### src/rtl/stn_pkg.sv
// Shared types and constants for the SQL text template normalizer.
// No dependencies; imported by sql_text_template_normalizer and the testbench.
`timescale 1ns / 1ps
`default_nettype none

package stn_pkg;

	// Width of the character limit register and of the character counter.
	localparam int unsigned LimitWidth = 10;

	// Default template buffer size; the effective limit is at most one less.
	localparam int unsigned DefaultTemplateBuffer = 1024;

	// Value of the limit register after reset.
	localparam logic [LimitWidth-1:0] MaxCharsReset = 10'd1023;

	// Characters with a special role in the template.
	localparam logic [7:0] ChQuote = 8'h27;
	localparam logic [7:0] ChQmark = 8'h3F;
	localparam logic [7:0] ChSpace = 8'h20;
	localparam logic [7:0] ChEnd   = 8'h00;

	// Depth of the result queue: one beat left over plus the two that one byte can make.
	localparam int unsigned QueueDepth = 3;

	// One result beat as it sits in the queue.
	typedef struct packed {
		logic [7:0] out_char;
		logic       char_valid;
		logic       end_mark;
		logic       template_empty;
	} result_t;

endpackage

`default_nettype wire

### src/rtl/sql_text_template_normalizer.sv
// Top level of the SQL text template normalizer; depends on stn_pkg.
// A result beat is registered into the queue when its input is taken and offered from the head.
// Throughput: one input byte per cycle unless stalled; a byte that releases a held space
// makes two beats, which the three-entry result queue absorbs. The input side stalls
// only when the result queue could not take two more beats.
// Reset (arst_n low, asynchronous) clears the scan state and queue and sets max_chars to 1023.
`timescale 1ns / 1ps
`default_nettype none

module sql_text_template_normalizer #(
	parameter int unsigned TEMPLATE_BUFFER = stn_pkg::DefaultTemplateBuffer
) (
	input  wire logic                               clk,
	input  wire logic                               arst_n,
	// Configuration: max_chars is written when cfg_wr_en is high.
	input  wire logic                               cfg_wr_en,
	input  wire logic [stn_pkg::LimitWidth-1:0]     cfg_wr_data,
	// Input stream. s_tdata: [7:0] text_byte.
	input  wire logic                               s_tvalid,
	output      logic                               s_tready,
	input  wire logic [7:0]                         s_tdata,
	// Output stream. m_tdata: [7:0] out_char. m_tuser: [0] char_valid, [1] template_empty.
	// m_tlast carries end_mark.
	output      logic                               m_tvalid,
	input  wire logic                               m_tready,
	output      logic [7:0]                         m_tdata,
	output      logic [1:0]                         m_tuser,
	output      logic                               m_tlast
);

	import stn_pkg::*;

	// The buffer keeps one slot in reserve, so the usable limit is one below its size.
	localparam logic [LimitWidth-1:0] BufCap = LimitWidth'(TEMPLATE_BUFFER - 1);

	// Configuration register.
	logic [LimitWidth-1:0] max_chars_q;

	// Scan state for the statement in progress.
	logic                  inside_quote_q;
	logic                  inside_number_q;
	logic                  space_pending_q;
	logic [LimitWidth-1:0] chars_counted_q;

	// Result queue: entry 0 is the head shown on the master side.
	result_t   queue_q [QueueDepth];
	logic [1:0] count_q;

	// Per-byte decision.
	logic                  in_fire;
	logic                  out_fire;
	logic [LimitWidth-1:0] eff_limit;
	logic [7:0]            in_byte;
	logic                  is_ws;
	logic                  is_digit;
	logic                  is_lower;
	logic                  do_emit;
	logic [7:0]            emit_ch;
	logic                  do_end;
	logic                  nx_quote;
	logic                  nx_number;
	logic                  nx_space;
	logic [LimitWidth-1:0] nx_count;
	result_t               res0;
	result_t               res1;
	logic [1:0]            n_res;
	logic [1:0]            count_after_pop;

	assign in_byte   = s_tdata;
	assign eff_limit = (max_chars_q < BufCap) ? max_chars_q : BufCap;
	assign is_ws     = (in_byte == ChSpace) || (in_byte >= 8'h09 && in_byte <= 8'h0D);
	assign is_digit  = (in_byte >= 8'h30) && (in_byte <= 8'h39);
	assign is_lower  = (in_byte >= 8'h61) && (in_byte <= 8'h7A);

	// Walk the special cases in priority order: end byte, limit, quote, quoted body,
	// digits, whitespace, and finally ordinary characters.
	always_comb begin
		do_emit   = 1'b0;
		do_end    = 1'b0;
		emit_ch   = ChQmark;
		nx_quote  = inside_quote_q;
		nx_number = inside_number_q;
		nx_space  = space_pending_q;
		nx_count  = chars_counted_q;
		if (in_byte == ChEnd) begin
			do_end    = 1'b1;
			nx_quote  = 1'b0;
			nx_number = 1'b0;
			nx_space  = 1'b0;
			nx_count  = '0;
		end else if (chars_counted_q >= eff_limit) begin
			// At the limit every byte is dropped until the end byte.
		end else if (in_byte == ChQuote) begin
			nx_number = 1'b0;
			if (inside_quote_q) begin
				nx_quote = 1'b0;
			end else begin
				nx_quote = 1'b1;
				do_emit  = 1'b1;
			end
		end else if (inside_quote_q) begin
			// The body of a quoted literal is dropped.
		end else if (is_digit) begin
			if (!inside_number_q) begin
				nx_number = 1'b1;
				do_emit   = 1'b1;
			end
		end else begin
			nx_number = 1'b0;
			if (is_ws) begin
				// A held space counts toward the limit when it is taken.
				if (!space_pending_q && chars_counted_q != '0) begin
					nx_space = 1'b1;
					nx_count = chars_counted_q + 1'b1;
				end
			end else begin
				do_emit = 1'b1;
				emit_ch = is_lower ? (in_byte - 8'h20) : in_byte;
			end
		end

		// Build up to two result beats; a held space goes out ahead of the character.
		res0  = '{out_char: ChSpace, char_valid: 1'b1, end_mark: 1'b0, template_empty: 1'b0};
		res1  = '{out_char: emit_ch, char_valid: 1'b1, end_mark: 1'b0, template_empty: 1'b0};
		n_res = 2'd0;
		if (do_end) begin
			res0  = '{out_char: ChEnd, char_valid: 1'b0, end_mark: 1'b1,
				template_empty: (chars_counted_q == '0)};
			n_res = 2'd1;
		end else if (do_emit) begin
			nx_count = chars_counted_q + 1'b1;
			if (space_pending_q) begin
				nx_space = 1'b0;
				n_res    = 2'd2;
			end else begin
				res0  = res1;
				n_res = 2'd1;
			end
		end
	end

	// Handshakes. The queue must have room for two beats after this cycle's pop.
	assign out_fire        = m_tvalid && m_tready;
	assign count_after_pop = count_q - {1'b0, out_fire};
	assign s_tready        = (count_after_pop <= 2'd1);
	assign in_fire         = s_tvalid && s_tready;

	assign m_tvalid = (count_q != 2'd0);
	assign m_tdata  = queue_q[0].out_char;
	assign m_tuser  = {queue_q[0].template_empty, queue_q[0].char_valid};
	assign m_tlast  = queue_q[0].end_mark;

	// Configuration register.
	always_ff @(posedge clk or negedge arst_n) begin
		if (!arst_n) begin
			max_chars_q <= MaxCharsReset;
		end else if (cfg_wr_en) begin
			max_chars_q <= cfg_wr_data;
		end
	end

	// Scan state advances only on an accepted input beat.
	always_ff @(posedge clk or negedge arst_n) begin
		if (!arst_n) begin
			inside_quote_q  <= 1'b0;
			inside_number_q <= 1'b0;
			space_pending_q <= 1'b0;
			chars_counted_q <= '0;
		end else if (in_fire) begin
			inside_quote_q  <= nx_quote;
			inside_number_q <= nx_number;
			space_pending_q <= nx_space;
			chars_counted_q <= nx_count;
		end
	end

	// Queue occupancy.
	always_ff @(posedge clk or negedge arst_n) begin
		if (!arst_n) begin
			count_q <= 2'd0;
		end else begin
			count_q <= count_after_pop + (in_fire ? n_res : 2'd0);
		end
	end

	// Queue payload: shift down on a pop, then append the new beats behind what remains.
	always_ff @(posedge clk) begin
		for (int i = 0; i < QueueDepth; i++) begin
			if (in_fire && n_res != 2'd0 && 2'(i) == count_after_pop) begin
				queue_q[i] <= res0;
			end else if (in_fire && n_res == 2'd2 && 2'(i) == count_after_pop + 2'd1) begin
				queue_q[i] <= res1;
			end else if (out_fire && i < QueueDepth - 1) begin
				queue_q[i] <= queue_q[(i < QueueDepth - 1) ? i + 1 : i];
			end
		end
	end

endmodule

`default_nettype wire

### config.mk
export PLATFORM = sky130hd
export DESIGN_NAME = sql_text_template_normalizer
export DESIGN_NICKNAME = d
export VERILOG_FILES = /design/src/rtl/stn_pkg.sv /design/src/rtl/sql_text_template_normalizer.sv
export SDC_FILE = /design/constraint.sdc
export NUM_CORES = 1
export LEC_CHECK = 0
export ABC_CLOCK_PERIOD_IN_PS = 3400
export BUFFER_PORTS_ARGS = -buffer_cell sky130_fd_sc_hd__buf_4
export CAP_MARGIN = 0
export CORE_ASPECT_RATIO = 1.4
export CORE_MARGIN = 4
export CORE_UTILIZATION = 45
export DETAILED_ROUTE_END_ITERATION = 8
export GPL_ROUTABILITY_DRIVEN = 0
export PLACE_DENSITY = 0.7
export SLEW_MARGIN = 10
export SYNTH_ARGS = -nofsm -noshare
export SYNTH_HDL_FRONTEND = slang
export SYNTH_SLANG_ARGS = --single-unit
export TNS_END_PERCENT = 10
### constraint.sdc
create_clock -name clk -period 3.4 [get_ports clk]
set_input_delay 0.51 -clock clk [delete_from_list [all_inputs] [get_ports clk]]
set_output_delay 0.51 -clock clk [all_outputs]
set_load 0.01 [all_outputs]
==> results.sh <==
export IMPL_reg2reg_slack_ps=330
export IMPL_path_max_fanout=11
export IMPL_critical_path_arrival_ps=3050
export IMPL_ys_ff_latch=58
export IMPL_synth_top_area_frac=0.268
export IMPL_setup_viol=0
export IMPL_yosysTopAreaCell="edfxtp_1"
export IMPL_stdcell_area_mm2=0.00398
export IMPL_drt_iter0_drc=178
export IMPL_dr_pass1_iters=4
export IMPL_ys_flop_type="edfxtp_1"
export IMPL_p_clk_frac=0.186
export IMPL_cts_buffer_depth=2
export IMPL_cts_tree="built"
export IMPL_port_buffers=35
export IMPL_crit_required_ps=3370
export IMPL_yosysUniqueCellTypes=64
export IMPL_cts_sinks=58
export IMPL_synth_edf_count=30
export IMPL_seqPwrFrac=0.395
export IMPL_synthArstFlopShare=0.431
export IMPL_startpoint_type="flip-flop"
export IMPL_grt_pass1_vias=2617
export IMPL_grt_overflow=0
export IMPL_final_nets=422
export IMPL_status="complete, no violations"
export IMPL_placed_cell_area_mm2=0.00383
export IMPL_die_x_um=81.0
export IMPL_period_minus_slack_ps=3070
export IMPL_grt_max_degree=26
export IMPL_crit_path_end_kind="flip-flop"
export IMPL_postCtsSetupBuffers=0
export IMPL_r2r_start="max_chars_q[5]"
export IMPL_startpoint="max_chars_q[5]"
export IMPL_peakVddDrop_mv=0.374
export IMPL_worstReg2RegEnd="queue_q[1][2]"
export IMPL_r2r_cells=8
export IMPL_p_int_uw=1760
export IMPL_postRouteWirelength_mm=7.43
export IMPL_clk_pin_slew_ps=60
export IMPL_fin_util=0.544
export IMPL_ys_seq_area_frac=0.476
export IMPL_grt_pass1_wl_mm=12.2
export IMPL_insertedDiodeCount=0
export IMPL_hold_viol=0
export IMPL_netlist_area_mm2=0.00336
export IMPL_fp_coreArea_mm2=0.00731
export IMPL_p_sw_frac=0.364
export IMPL_finClkSkew_ps=11.0
export IMPL_die_h_um=110
export IMPL_row_count=37
export IMPL_power_density_mw_per_mm2=696
export IMPL_cts_hold_fix_buffers=0
export IMPL_fin_crit_sh=0.904
export IMPL_area_growth_pct=18.5
export IMPL_clockRootBuffer="clkbuf_8"
export IMPL_leakage_uw=0.00172
export IMPL_clock_latency_ps=330
export IMPL_drt_drc_violations_left=0
export IMPL_initial_core_util=0.459
export IMPL_syn_num_nets=370
export IMPL_antenna_left=0
export IMPL_viasPerCell=5.49
export IMPL_maxCapViolCount=0
export IMPL_p_switching_uw=1010
export IMPL_cts_buffers_inserted=9
export IMPL_avgSynthCellArea_um2=10.1
export IMPL_fmax_mhz=325
export IMPL_slew_violations=0
export IMPL_combPwrFrac=0.419
export IMPL_relSlewSlack=0.543
export IMPL_synth_warnings=0
export IMPL_path_class="flip-flop to flip-flop"
export IMPL_via_count=2659
export IMPL_synthTopCellsByArea="edfxtp_1, dfrtp_1, dfstp_2"
export IMPL_syn_inst=331
export IMPL_tightest_slew_ps=683
export IMPL_grt_use_total=0.182
export IMPL_antenna_found_initial=0
export IMPL_htreeDepth=3
export IMPL_wl_per_cell_um=15.3
export IMPL_die_area_mm2=0.00893
export IMPL_rsz0062_at_grt="no"
export IMPL_layout_drive_gt1_share=0.261
export IMPL_num_io_pins=36
export IMPL_hold_path_class="input pin to async pin"
export IMPL_dp_hpwl_mm=5.52
## worst max-delay path, stage by stage, from the launching register on
cell	delay (ps)
dfstp_2	510
inv_1	40
ha_1	300
a211o_1	310
a31oi_1	170
nor2_1	100
or3_1	430
a211oi_2	370
or3_1	480
## cells in the final DEF (no fill, tap or decap), drive strengths merged, types with 4 or more instances in the layout
cell type	n
nand2	38
or3	5
nor3	9
mux2i	6
a21oi	7
buf	57
mux2	9
o211ai	5
edfxtp	30
nand3	13
nand2b	4
clkbuf	10
o21ai	29
dfstp	10
ha	16
nor2	22
o31ai	13
clkinv	5
inv	23
nand4	6
dfrtp	15
and2	7
## power by group through the flow
| stage | combinational [uW] | clock [uW] | sequential, uW |
|---|---|---|---|
| floorplan | 702 | 0 | 1130 |
| CTS | 1160 | 524 | 1100 |
| finish | 1160 | 515 | 1090 |
| detailed placement | 1150 | 0 | 1110 |
| global placement | 1120 | 0 | 1100 |
| global route | 1280 | 555 | 1120 |
## metal layers
metal  vias to the layer above  routed length (um)  global-route usage  share of wire
met3                        16                 365              0.0398          0.049
li1                       1317                   -                   -              -
met2                        82                3990               0.329           0.54
met1                      1244                2880               0.200           0.39
met5                         -                   0                   0              0
met4                         0                 193              0.0833          0.026
## sequential cells by signal (all words and copies together), names as in the netlist
register         cells
queue_q             33
inside_number_q      1
inside_quote_q       1
space_pending_q      1
count_q              2
max_chars_q         10
chars_counted_q     10
## cells by family (layout without fill, tap and decap cells)
| family | after synthesis | after routing | share of synthesized area |
|---|---|---|---|
| flip-flops | 58 | 58 | 0.476 |
| multiplexers | 15 | 15 | 0.0536 |
| adder cells (fa/ha/maj) | 16 | 16 | 0.0596 |
| AO/OA/AOI/OAI | 74 | 74 | 0.148 |
| AND/OR/NAND/NOR | 127 | 127 | 0.206 |
| XOR/XNOR | 2 | 2 | 0.00522 |
| buffers and inverters | 39 | 95 | 0.0518 |
## layout make-up
class | instances | area [um2]
Clock buffer | 10 | 128
Inverter | 23 | 86.3
Fill cell | 675 | 3330
Timing Repair Buffer | 57 | 428
Sequential cell | 58 | 1600
Multi-Input combinational cell | 234 | 1600
Clock inverter | 5 | 22.5
Tap cell | 97 | 121
## worst max-delay path by stage
stage	slack, ps	depth (start not counted)	to
final	330	8	queue_q[1][2]
after global routing	180	12	count_q[1]
after CTS	140	8	queue_q[1][10]
after detailed placement	-20	8	queue_q[1][10]
after global placement	50	8	queue_q[1][10]
after floorplan	340	8	queue_q[0][0]
## metrics by stage
step	hold slack (ps)	setup slack, ps	instances	setup TNS, ps	total power [uW]
after detailed placement	428	-18.6	469	-18.6	2260
after global placement	431	46.6	469	0	2220
after global routing	71.6	184	484	0	2950
after CTS	63.0	138	484	0	2780
after floorplan	214	339	331	0	1830
final	68.6	327	484	0	2770
## synthesized netlist by cell type (all sizes together) (2+ instances only)
cell and number:
or2 3, dfxtp 3, o31ai 13, edfxtp 30
clkbuf 9, nand4b 2, nand2b 4, nand3 13
dfrtp 15, o311ai 2, nor4 3, mux2 9
or4 3, inv 23, a31oi 3, a211o 3
nor3 9, nand4 6, nand2 38, o211ai 5
buf 7, and2 7, nor3b 2, dfstp 10
and3 3, o21ai 29, a21o 2, nand3b 2
mux2i 6, a21oi 7, or3 5, a211oi 2
ha 16, nor2 22
## timing repair
item / CTS / global route
resized for setup: 0 / 1
hold endpoints to repair: 0 / 0
setup endpoints to repair: 0 / 1
No activity file was read; power rests on OpenSTA's default activity.
